--- config.mk ---
export PLATFORM = sky130hd
export DESIGN_NAME = radix_digit_converter_top
export DESIGN_NICKNAME = d
export VERILOG_FILES = /design/src/design/rdc_pkg.sv /design/src/design/rdc_ram.sv /design/src/design/rdc_datapath.sv /design/src/design/rdc_ctrl.sv /design/src/design/radix_digit_converter_top.sv
export SDC_FILE = /design/constraint.sdc
export NUM_CORES = 1
export LEC_CHECK = 0
export ABC_AREA = 1
export BUFFER_PORTS_ARGS = -buffer_cell sky130_fd_sc_hd__buf_2
export CORE_MARGIN = 2
export CORE_UTILIZATION = 45
export DETAILED_ROUTE_END_ITERATION = 10
export GPL_TIMING_DRIVEN = 0
export MAX_ROUTING_LAYER = met4
export SLEW_MARGIN = 20
export SYNTH_ARGS = -nofsm -noshare
export SYNTH_HDL_FRONTEND = slang
export SYNTH_HIERARCHICAL = 1
export SYNTH_SLANG_ARGS = --single-unit
--- constraint.sdc ---
create_clock -name clk -period 7.4 [get_ports clk]
set_input_delay 2.22 -clock clk [delete_from_list [all_inputs] [get_ports clk]]
set_output_delay 2.22 -clock clk [all_outputs]
set_load 0.05 [all_outputs]
--- src/design/rdc_pkg.sv ---
// ---------------------------------------------------------------------------
// rdc_pkg
// Shared constants, types and helpers for the radix digit converter.
// ---------------------------------------------------------------------------
`default_nettype none

package rdc_pkg;

  localparam int WORD_BITS = 32;
  localparam int VALUE_W   = 32;
  localparam int RADIX_W   = 6;
  localparam int DIGIT_W   = 6;
  localparam int CHAR_W    = 7;
  localparam int ADDR_W    = $clog2(WORD_BITS);
  localparam int BITCNT_W  = $clog2(WORD_BITS);

  localparam logic [RADIX_W-1:0] RADIX_MIN = RADIX_W'(2);
  localparam logic [RADIX_W-1:0] RADIX_MAX = RADIX_W'(36);

  localparam logic [CHAR_W-1:0] CHAR_ZERO  = CHAR_W'(48);
  localparam logic [CHAR_W-1:0] CHAR_ALPHA = CHAR_W'(55); // 'A' - 10

  typedef struct packed {
    logic load;      // capture a new word and radix
    logic div_step;  // one restoring-division step
    logic store;     // write remainder to the digit store
    logic rd_en;     // read digit store at the emit index
    logic load_out;  // move read data into the output register
  } rdc_cmd_t;

  typedef struct packed {
    logic div_last;  // final division step of this digit
    logic quo_zero;  // quotient has reached zero
    logic store_full;// digit store is about to be full
    logic idx_zero;  // emit index at least significant digit
    logic out_free;  // output register can take a word
  } rdc_sts_t;

  function automatic logic [CHAR_W-1:0] digit_glyph(input logic [DIGIT_W-1:0] d);
    logic [CHAR_W-1:0] c;
    if (d < DIGIT_W'(10)) begin
      c = CHAR_ZERO + CHAR_W'(d);
    end else if (d <= DIGIT_W'(35)) begin
      c = CHAR_ALPHA + CHAR_W'(d);
    end else begin
      c = CHAR_ZERO;
    end
    return c;
  endfunction

endpackage

`default_nettype wire

--- src/design/rdc_ram.sv ---
// ---------------------------------------------------------------------------
// rdc_ram
// Generic single-port-write, single-port-read RAM with registered read data.
// ---------------------------------------------------------------------------
`default_nettype none

module rdc_ram #(
  parameter int WIDTH = 8,
  parameter int DEPTH = 32
) (
  input  wire logic                     clk,
  input  wire logic                     wr_en,
  input  wire logic [$clog2(DEPTH)-1:0] wr_addr,
  input  wire logic [WIDTH-1:0]         wr_data,
  input  wire logic                     rd_en,
  input  wire logic [$clog2(DEPTH)-1:0] rd_addr,
  output      logic [WIDTH-1:0]         rd_data
);

  logic [WIDTH-1:0] mem_r [DEPTH];

  always_ff @(posedge clk) begin
    if (wr_en) begin
      mem_r[wr_addr] <= wr_data;
    end
    if (rd_en) begin
      rd_data <= mem_r[rd_addr];
    end
  end

endmodule

`default_nettype wire

--- src/design/rdc_datapath.sv ---
// ---------------------------------------------------------------------------
// rdc_datapath
// Bit-serial restoring divider, digit store and output register.
// ---------------------------------------------------------------------------
`default_nettype none

module rdc_datapath (
  input  wire logic                          clk,
  input  wire logic                          rst_n,
  input  wire rdc_pkg::rdc_cmd_t             cmd,
  output      rdc_pkg::rdc_sts_t             sts,
  input  wire logic [rdc_pkg::VALUE_W-1:0]   in_value,
  input  wire logic [rdc_pkg::RADIX_W-1:0]   in_radix,
  output      logic                          out_valid,
  input  wire logic                          out_ready,
  output      logic [rdc_pkg::CHAR_W-1:0]    out_digit_char,
  output      logic                          out_last
);

  import rdc_pkg::*;

  logic [WORD_BITS-1:0] quo_r, quo_nxt;
  logic [DIGIT_W-1:0]   rem_r, rem_nxt;
  logic [RADIX_W-1:0]   radix_r, radix_nxt;
  logic [BITCNT_W-1:0]  bit_cnt_r, bit_cnt_nxt;
  logic [ADDR_W-1:0]    cnt_r, cnt_nxt;
  logic [ADDR_W-1:0]    idx_r, idx_nxt;
  logic                 out_valid_r, out_valid_nxt;
  logic [CHAR_W-1:0]    out_char_r;
  logic                 out_last_r;

  logic [DIGIT_W:0]     trial;
  logic                 fits;
  logic [DIGIT_W-1:0]   rd_digit;
  logic [RADIX_W-1:0]   radix_clamped;

  always_comb begin
    if (in_radix inside {[RADIX_MIN:RADIX_MAX]}) begin
      radix_clamped = in_radix;
    end else if (in_radix < RADIX_MIN) begin
      radix_clamped = RADIX_MIN;
    end else begin
      radix_clamped = RADIX_MAX;
    end
  end

  // shift in next dividend bit and try to subtract the radix
  assign trial = {rem_r, quo_r[WORD_BITS-1]};
  assign fits  = trial >= {1'b0, radix_r};

  always_comb begin
    quo_nxt       = quo_r;
    rem_nxt       = rem_r;
    radix_nxt     = radix_r;
    bit_cnt_nxt   = bit_cnt_r;
    cnt_nxt       = cnt_r;
    idx_nxt       = idx_r;
    out_valid_nxt = out_valid_r;
    if (out_valid_r && out_ready) begin
      out_valid_nxt = 1'b0;
    end
    if (cmd.load) begin
      quo_nxt     = WORD_BITS'(in_value);
      rem_nxt     = '0;
      radix_nxt   = radix_clamped;
      bit_cnt_nxt = '0;
      cnt_nxt     = '0;
    end
    if (cmd.div_step) begin
      quo_nxt     = {quo_r[WORD_BITS-2:0], fits};
      rem_nxt     = fits ? DIGIT_W'(trial - {1'b0, radix_r}) : trial[DIGIT_W-1:0];
      bit_cnt_nxt = bit_cnt_r + BITCNT_W'(1);
    end
    if (cmd.store) begin
      rem_nxt     = '0;
      bit_cnt_nxt = '0;
      cnt_nxt     = cnt_r + ADDR_W'(1);
      idx_nxt     = cnt_r;
    end
    if (cmd.load_out) begin
      out_valid_nxt = 1'b1;
      idx_nxt       = idx_r - ADDR_W'(1);
    end
  end

  always_ff @(posedge clk) begin
    if (!rst_n) begin
      bit_cnt_r   <= '0;
      cnt_r       <= '0;
      idx_r       <= '0;
      out_valid_r <= 1'b0;
    end else begin
      bit_cnt_r   <= bit_cnt_nxt;
      cnt_r       <= cnt_nxt;
      idx_r       <= idx_nxt;
      out_valid_r <= out_valid_nxt;
    end
  end

  always_ff @(posedge clk) begin
    quo_r   <= quo_nxt;
    rem_r   <= rem_nxt;
    radix_r <= radix_nxt;
    if (cmd.load_out) begin
      out_char_r <= digit_glyph(rd_digit);
      out_last_r <= (idx_r == '0);
    end
  end

  rdc_ram #(
    .WIDTH (DIGIT_W),
    .DEPTH (WORD_BITS)
  ) u_digit_store (
    .clk     (clk),
    .wr_en   (cmd.store),
    .wr_addr (cnt_r),
    .wr_data (rem_r),
    .rd_en   (cmd.rd_en),
    .rd_addr (idx_r),
    .rd_data (rd_digit)
  );

  assign sts.div_last   = (bit_cnt_r == BITCNT_W'(WORD_BITS - 1));
  assign sts.quo_zero   = (quo_r == '0);
  assign sts.store_full = (cnt_r == ADDR_W'(WORD_BITS - 1));
  assign sts.idx_zero   = (idx_r == '0);
  assign sts.out_free   = !out_valid_r || out_ready;

  assign out_valid      = out_valid_r;
  assign out_digit_char = out_char_r;
  assign out_last       = out_last_r;

endmodule

`default_nettype wire

--- src/design/rdc_ctrl.sv ---
// ---------------------------------------------------------------------------
// rdc_ctrl
// Sequencer: divide per digit, store remainders, then read them back in
// reverse order into the output register.
// ---------------------------------------------------------------------------
`default_nettype none

module rdc_ctrl (
  input  wire logic              clk,
  input  wire logic              rst_n,
  input  wire logic              in_valid,
  output      logic              in_ready,
  input  wire rdc_pkg::rdc_sts_t sts,
  output      rdc_pkg::rdc_cmd_t cmd
);

  import rdc_pkg::*;

  localparam logic [2:0] S_IDLE  = 3'd0;
  localparam logic [2:0] S_DIV   = 3'd1;
  localparam logic [2:0] S_STORE = 3'd2;
  localparam logic [2:0] S_EMIT  = 3'd3;
  localparam logic [2:0] S_LOAD  = 3'd4;

  logic [2:0] state_r, state_nxt;

  always_comb begin
    state_nxt = state_r;
    cmd       = '0;
    case (state_r)
      S_IDLE: begin
        if (in_valid) begin
          cmd.load  = 1'b1;
          state_nxt = S_DIV;
        end
      end
      S_DIV: begin
        cmd.div_step = 1'b1;
        if (sts.div_last) begin
          state_nxt = S_STORE;
        end
      end
      S_STORE: begin
        cmd.store = 1'b1;
        // stop when the quotient is gone or the store is full
        if (sts.quo_zero || sts.store_full) begin
          state_nxt = S_EMIT;
        end else begin
          state_nxt = S_DIV;
        end
      end
      S_EMIT: begin
        // hold the read until the output register has room
        if (sts.out_free) begin
          cmd.rd_en = 1'b1;
          state_nxt = S_LOAD;
        end
      end
      S_LOAD: begin
        cmd.load_out = 1'b1;
        state_nxt    = sts.idx_zero ? S_IDLE : S_EMIT;
      end
      default: begin
        state_nxt = S_IDLE;
      end
    endcase
  end

  always_ff @(posedge clk) begin
    if (!rst_n) begin
      state_r <= S_IDLE;
    end else begin
      state_r <= state_nxt;
    end
  end

  assign in_ready = (state_r == S_IDLE);

endmodule

`default_nettype wire

--- src/design/radix_digit_converter_top.sv ---
// ---------------------------------------------------------------------------
// radix_digit_converter_top
// Converts an unsigned word to ASCII digits in radix 2..36, MSD first.
// ---------------------------------------------------------------------------
// One word in, one output word per digit character ('0'-'9', 'A'-'Z'), most
// significant first, with out_last on the final character; zero gives a
// single '0' and the radix is clamped to 2..36. Digits come from a
// one-bit-per-cycle restoring divider: each digit is divided out over the
// whole word and its remainder written to the digit store, and each
// character is then read back from the digit store into the output
// register, each read held until the output register has room. One word
// is converted at a time; the next is accepted while the last character
// still waits at the output.
// ---------------------------------------------------------------------------
`default_nettype none

module radix_digit_converter_top (
  input  wire logic                        clk,
  input  wire logic                        rst_n,
  input  wire logic                        in_valid,
  output      logic                        in_ready,
  input  wire logic [rdc_pkg::VALUE_W-1:0] in_value,
  input  wire logic [rdc_pkg::RADIX_W-1:0] in_radix,
  output      logic                        out_valid,
  input  wire logic                        out_ready,
  output      logic [rdc_pkg::CHAR_W-1:0]  out_digit_char,
  output      logic                        out_last
);

  import rdc_pkg::*;

  rdc_cmd_t cmd;
  rdc_sts_t sts;

  rdc_ctrl u_ctrl (
    .clk      (clk),
    .rst_n    (rst_n),
    .in_valid (in_valid),
    .in_ready (in_ready),
    .sts      (sts),
    .cmd      (cmd)
  );

  rdc_datapath u_datapath (
    .clk            (clk),
    .rst_n          (rst_n),
    .cmd            (cmd),
    .sts            (sts),
    .in_value       (in_value),
    .in_radix       (in_radix),
    .out_valid      (out_valid),
    .out_ready      (out_ready),
    .out_digit_char (out_digit_char),
    .out_last       (out_last)
  );

endmodule

`default_nettype wire

**Word level (Yosys, flattened, before mapping)**

Memories as Yosys holds them, arrays and structs flattened. A register that Yosys moved wholly into a read port is not among the register bits.
Cells that the tools add are included.

- Add/sub/neg operators: 6
- Multipliers: 0
- Divide/modulo/power cells: 0
- $lt $le $gt $ge: 6
- Equality and inequality tests: 9
- Shifts and indexed selects: 0
- Multiplexer cells: 31
- Bitwise logic cells: 1
- Reduce and logical (&&, ||, !) cells: 14

Operator list:

| operator | number |
|---|---|
| $mux 32 | 2 |
| $logic_not 32->1 | 1 |
| $mux 6 | 5 |
| $mux 5 | 5 |
| $pmux 3 s5 | 1 |
| $add 6x6->7 const A | 2 |
| $mux 7 | 2 |
| $le 6x6->1 const B | 2 |
| $mux 1 | 11 |
| $add 5x1->5 const B | 2 |
| $eq 5x5->1 const B | 2 |
| $mux 3 | 3 |
| $reduce_bool 2->1 | 4 |
| $ge 7x6->1 | 1 |
| $eq 3x2->1 const B | 2 |
| $ge 6x2->1 const B | 1 |
| $lt 6x2->1 const B | 1 |
| $lt 6x4->1 const B | 1 |
| $ne 2x2->1 const B | 3 |
| $sub 6x6->6 | 1 |
| $logic_not 5->1 | 1 |
| $sub 5x1->5 const B | 1 |
| $mux 2 | 2 |
| $eq 3x1->1 const B | 1 |
| other kinds (8) | 10 |

- Register bits after elaboration: 71
- Bits in latches: 0
- RAM bits: 192
- ROM bits: 0
- Bits of input ports: 42
- Output and inout bits: 10
- Logic and storage cells: 78
- Memories kept: 1

Memories:

| memory | depth | bits a word | rd ports | clocked after memory_dff | write ports | line | RTL |
|---|---|---|---|---|---|---|---|
| u_datapath.u_digit_store.mem_r | 32 | 6 | 1 | 1 | 1 | rdc_ram.sv:20 | `logic [WIDTH-1:0] mem_r [DEPTH];` |

**Longest topological paths before layout**

- Depth after elaboration: 4
- Mapped depth: 12
- Gate-level depth less buffers: 12

**Hierarchy**

The synthesis kept the hierarchy.

By module, submodules not included:

| module | times used | cells an instance | area an instance (sq um) | sequential area each (sq um) |
|---|---|---|---|---|
| rdc_ram | 1 | 704 | 8137.8 | 5945.7 |
| rdc_datapath | 1 | 433 | 3613.5 | 1821.7 |
| rdc_ctrl | 1 | 41 | 242.7 | 60.1 |

**Worst setup path before layout**

OpenSTA, ideal clock, no wires.

- Path type: in2reg
- Start: input in_valid
- End: register u_datapath.quo_r[0], enable pin
- Arrival time: 3.903 ns
- Data required time: 7.013 ns
- Setup slack: 3.110 ns
- Cell stages on the path: 4
- Path buffers: 0
- Path through: inv_1 nor3_1 nor2_2 inv_1

RTL lines:

| item | line | RTL |
|---|---|---|
| start, declared | radix_digit_converter_top.sv:20 | `input wire logic in_valid,` |
| end signal, assigned | rdc_datapath.sv:101 | `quo_r <= quo_nxt;` |
| end, declared | rdc_datapath.sv:22 | `logic [WORD_BITS-1:0] quo_r, quo_nxt;` |

**Worst setup path in the final report**

- Start: register u_ctrl.state_r[0]
- End: output in_ready

- Cells in the longest elaborated chain, start to end: 1

Ends and longest elaborated chain:

| item | line | RTL |
|---|---|---|
| start, declared | rdc_ctrl.sv:25 | `logic [2:0] state_r, state_nxt;` |
| start signal, assigned | rdc_ctrl.sv:73 | `state_r <= state_nxt;` |
| $logic_not 3->1 | rdc_ctrl.sv:77 | `assign in_ready = (state_r == S_IDLE);` |
| end, declared | radix_digit_converter_top.sv:21 | `output logic in_ready,` |

No other way between the ends.

==> metrics.md <==
| Metric | Value |
|---|---|
| P&R area growth vs syn | 14.2% |
| GR Overflow Total | 0 |
| Most common cell after layout, fill and taps aside | nand2_1 |
| Initial core utilization | 0.459 |
| Slowest stage delay, CP | 0.38 ns |
| EDFF count, synth | 244 |
| Fill count | 2318 |
| Number of max-cap violations | 0 |
| Ys Warns | 6 |
| Initial DRC Count | 849 |
| Synth Flop Type | edfxtp_1 |
| Dpl cells | 1569 |
| Post-Syn Instances | 1178 |
| RR Startpoint | u_ctrl/state_r[2]$_SDFFE_PN0P_ |
| Final setup viols | 0 |
| Cell Int Power | 3.00 mW |
| Gpl congestion | 0.893 |
| Resized cells post-CTS | 0 |
| Relative slew slack | 0.447 |
| IO Port Bufs | 51 |
| WS Path Type | reg2out |
| Vias in the first global route | 8506 |
| Site row count | 59 |
| Ports | 52 |
| Cell area power density | 309 nW/µm² |
| Yosys reg bits | 269 |
| First-pass GRT wire length | 46700 µm |
| Die H | 167 µm |
| Logic pwr share | 0.182 |
| Part of the cycle the worst path needs | 0.506 |
| Crit-path cells | nor2_1, inv_1, nor2_1, buf_2 |
| Clk pwr share | 0.335 |
| Net count after synthesis | 1237 |
| Slowest CP cell | dfxtp_1 |
| Syn Area/Cell | 10.2 µm² |
| Routed wire length | 29800 µm |
| TritonCTS clock tree | built |
| Clock Path Buffers | 3 |
| Seq/Total Area, Yosys | 0.653 |
| Hpwl dp | 20100 µm |
| CP top delay family | flip-flops |
| Root Driver | clkbuf_16 |
| Initial antenna violation count | 0 |
| Failing checks | DRC |
| CP bufs+invs | 2 |
| Die width | 167 µm |
| Mapped cell area | 12000 µm² |
| Non-Filler Instances | 1621 |
| R2R depth | 5 |
| Psw | 1.23 mW |
| Clock Sinks | 269 |
| Total number of vias | 8619 |
| RSZ-0062 raised after global routing | no |
| NumNets Final | 1324 |
| Core Region | 26100 µm² |
| Peak VDD IR | 207 µV |
| Pleak | 5.49 nW |
| Worst-Skew Late Latency | 0.54 ns |
| CTS H-Tree Depth | 1 |
| Placed Area | 12800 µm² |
| Design Area, Final | 13700 µm² |
| Final Hold Vio Count | 0 |
| Worst hold path class | reg2reg |
| Worst Setup End Kind | primary output |
| Yosys cell types | 40 |
| Total negative slack | 0 ns |
| Outcome | finished, violations left |
| Total GRT Usage | 0.222 |
| R2r endpoint | u_datapath/u_digit_store/mem_r[15][4]$_DFFE_PP_ |
| Async SR Flop Fraction | 0 |
| Most frequent cells in the layout | nand2_1, edfxtp_1, nand3_1, buf_2, inv_1 |
| Hold endpoint | u_datapath/bit_cnt_r[3]$_SDFFE_PP0P_ |
| Tmin final | 3.74 ns |
| DR DRC count | 2 |
| Min-delay src | u_datapath/bit_cnt_r[3]$_SDFFE_PP0P_ |
| Worst setup SP type | flop |
| Drt first pass iters | 8 |
| Hold-fix buffer count after cts | 0 |
| Share of cells above drive strength 1 | 0.125 |
| Largest net degree at the start of global routing | 36 |
| Detail Route Antenna Nets | 0 |
| Vias/cell | 5.32 |
| Crit-path max FO | 7 |
| Critical Path AT | 1.52 ns |
| Reg2reg setup slack | 4.93 ns |
| Critical Path RT | 5.18 ns |
| Post-layout util | 0.524 |
| Drt wl/cell | 18.4 µm |
| Fmax | 267 MHz |
| Total setup buffers inserted after CTS | 0 |
| Sw frac | 0.291 |
| Die area | 28000 µm² |
| Clock slew seen by the registers of the worst setup and hold paths | 0.06 ns |
| Worst Hold Depth | 1 |
| Slew @ Worst Pin | 0.830 ns |
| Max Slew Vio Count | 0 |
| Final worst clock skew | 0.00901 ns |
| Most used cell, CP | nor2_1 |
| Inserted Diodes | 0 |
| Sequential power share | 0.483 |
| CTS Buf Count | 29 |
## power groups by stage
stage / sequential, mW / clock, mW / combinational [mW]
5_1_grt: 2.06 / 1.51 / 0.865
3_5_place_dp: 2.08 / 0 / 0.770
2_1_floorplan: 2.03 / 0 / 0.477
4_1_cts: 2.05 / 1.44 / 0.773
3_3_place_gp: 2.15 / 0 / 0.643
6_report: 2.04 / 1.42 / 0.770
## through the flow
stage               worst slack [ns]  power, mW  hold slack, ns
finish                          3.66       4.23           0.451
detailed placement              3.49       2.85           0.438
CTS                             3.63       4.26           0.450
global route                    3.60       4.43           0.484
global placement                2.00       2.80           0.431
floorplan                       3.11       2.51           0.416
## per-layer routing
layer	part of all wire	GRT usage
met1	0.44	0.299
met3	0.066	0.0303
met4	0.034	0.0767
met2	0.46	0.350
met5	0	-
## Yosys cell counts (3+ instances only)
cell type / n / area share
edfxtp_1: 244 / 0.61
inv_1: 75 / 0.023
buf_6: 5 / 0.0047
nand3_1: 184 / 0.077
clkbuf_1: 12 / 0.0038
ha_1: 16 / 0.017
nor3_1: 3 / 0.0013
a21oi_1: 17 / 0.0071
nor2_1: 63 / 0.020
nand4_1: 9 / 0.0047
nor4_1: 8 / 0.0042
nor2_2: 6 / 0.0031
nand2_1: 424 / 0.13
dfxtp_1: 25 / 0.042
xor2_1: 3 / 0.0022
buf_4: 6 / 0.0038
a211oi_1: 5 / 0.0031
buf_2: 25 / 0.010
o21ai_0: 19 / 0.0079
## worst max path at each step
stage	slack [ns]	endpoint	cells after the start	from
final	3.66	in_ready	4	u_ctrl/state_r[0]$_SDFFE_PN0P_
after global placement	2.00	u_datapath/quo_r[17]$_DFFE_PP_	5	in_valid
after floorplan	3.11	u_datapath/quo_r[0]$_DFFE_PP_	4	in_valid
after global routing	3.60	in_ready	4	u_ctrl/state_r[0]$_SDFFE_PN0P_
after detailed placement	3.49	u_datapath/quo_r[29]$_DFFE_PP_	6	in_valid
after CTS	3.63	in_ready	4	u_ctrl/state_r[0]$_SDFFE_PN0P_
## registers in the layout, summed over array words and instances (netlist names)
signal / flops
u_datapath/u_digit_store/mem_r: 192
u_datapath/quo_r: 32
u_datapath/out_digit_char: 7
u_datapath/radix_r: 6
u_datapath/rem_r: 6
u_datapath/u_digit_store/rd_data: 6
u_datapath/bit_cnt_r: 5
u_datapath/cnt_r: 5
u_datapath/idx_r: 5
u_ctrl/state_r: 3
u_datapath/out_last: 1
u_datapath/out_valid: 1
## cell families after synthesis
| group | after synthesis | share of synthesized area |
|---|---|---|
| and+or+nand+nor | 710 | 0.253 |
| DFF | 269 | 0.653 |
| buffers and inverters | 128 | 0.0498 |
| AOI/OAI and AO/OA | 49 | 0.0231 |
| adders and majority gates | 17 | 0.0184 |
| xor gates and xnor gates | 5 | 0.00365 |
## area by class of cell
cell class / count / area (µm²) / share of cell area
Buffer: 51 / 305 / 0.0223
Tap cell: 335 / 419 / 0.0306
Inverter: 77 / 292 / 0.0213
Multi-Input combinational cell: 781 / 3580 / 0.261
Sequential cell: 269 / 7840 / 0.572
Clock buffer: 35 / 748 / 0.0546
Timing Repair Buffer: 56 / 338 / 0.0247
Clock inverter: 17 / 179 / 0.0131
(Power assumes the default switching activity.)
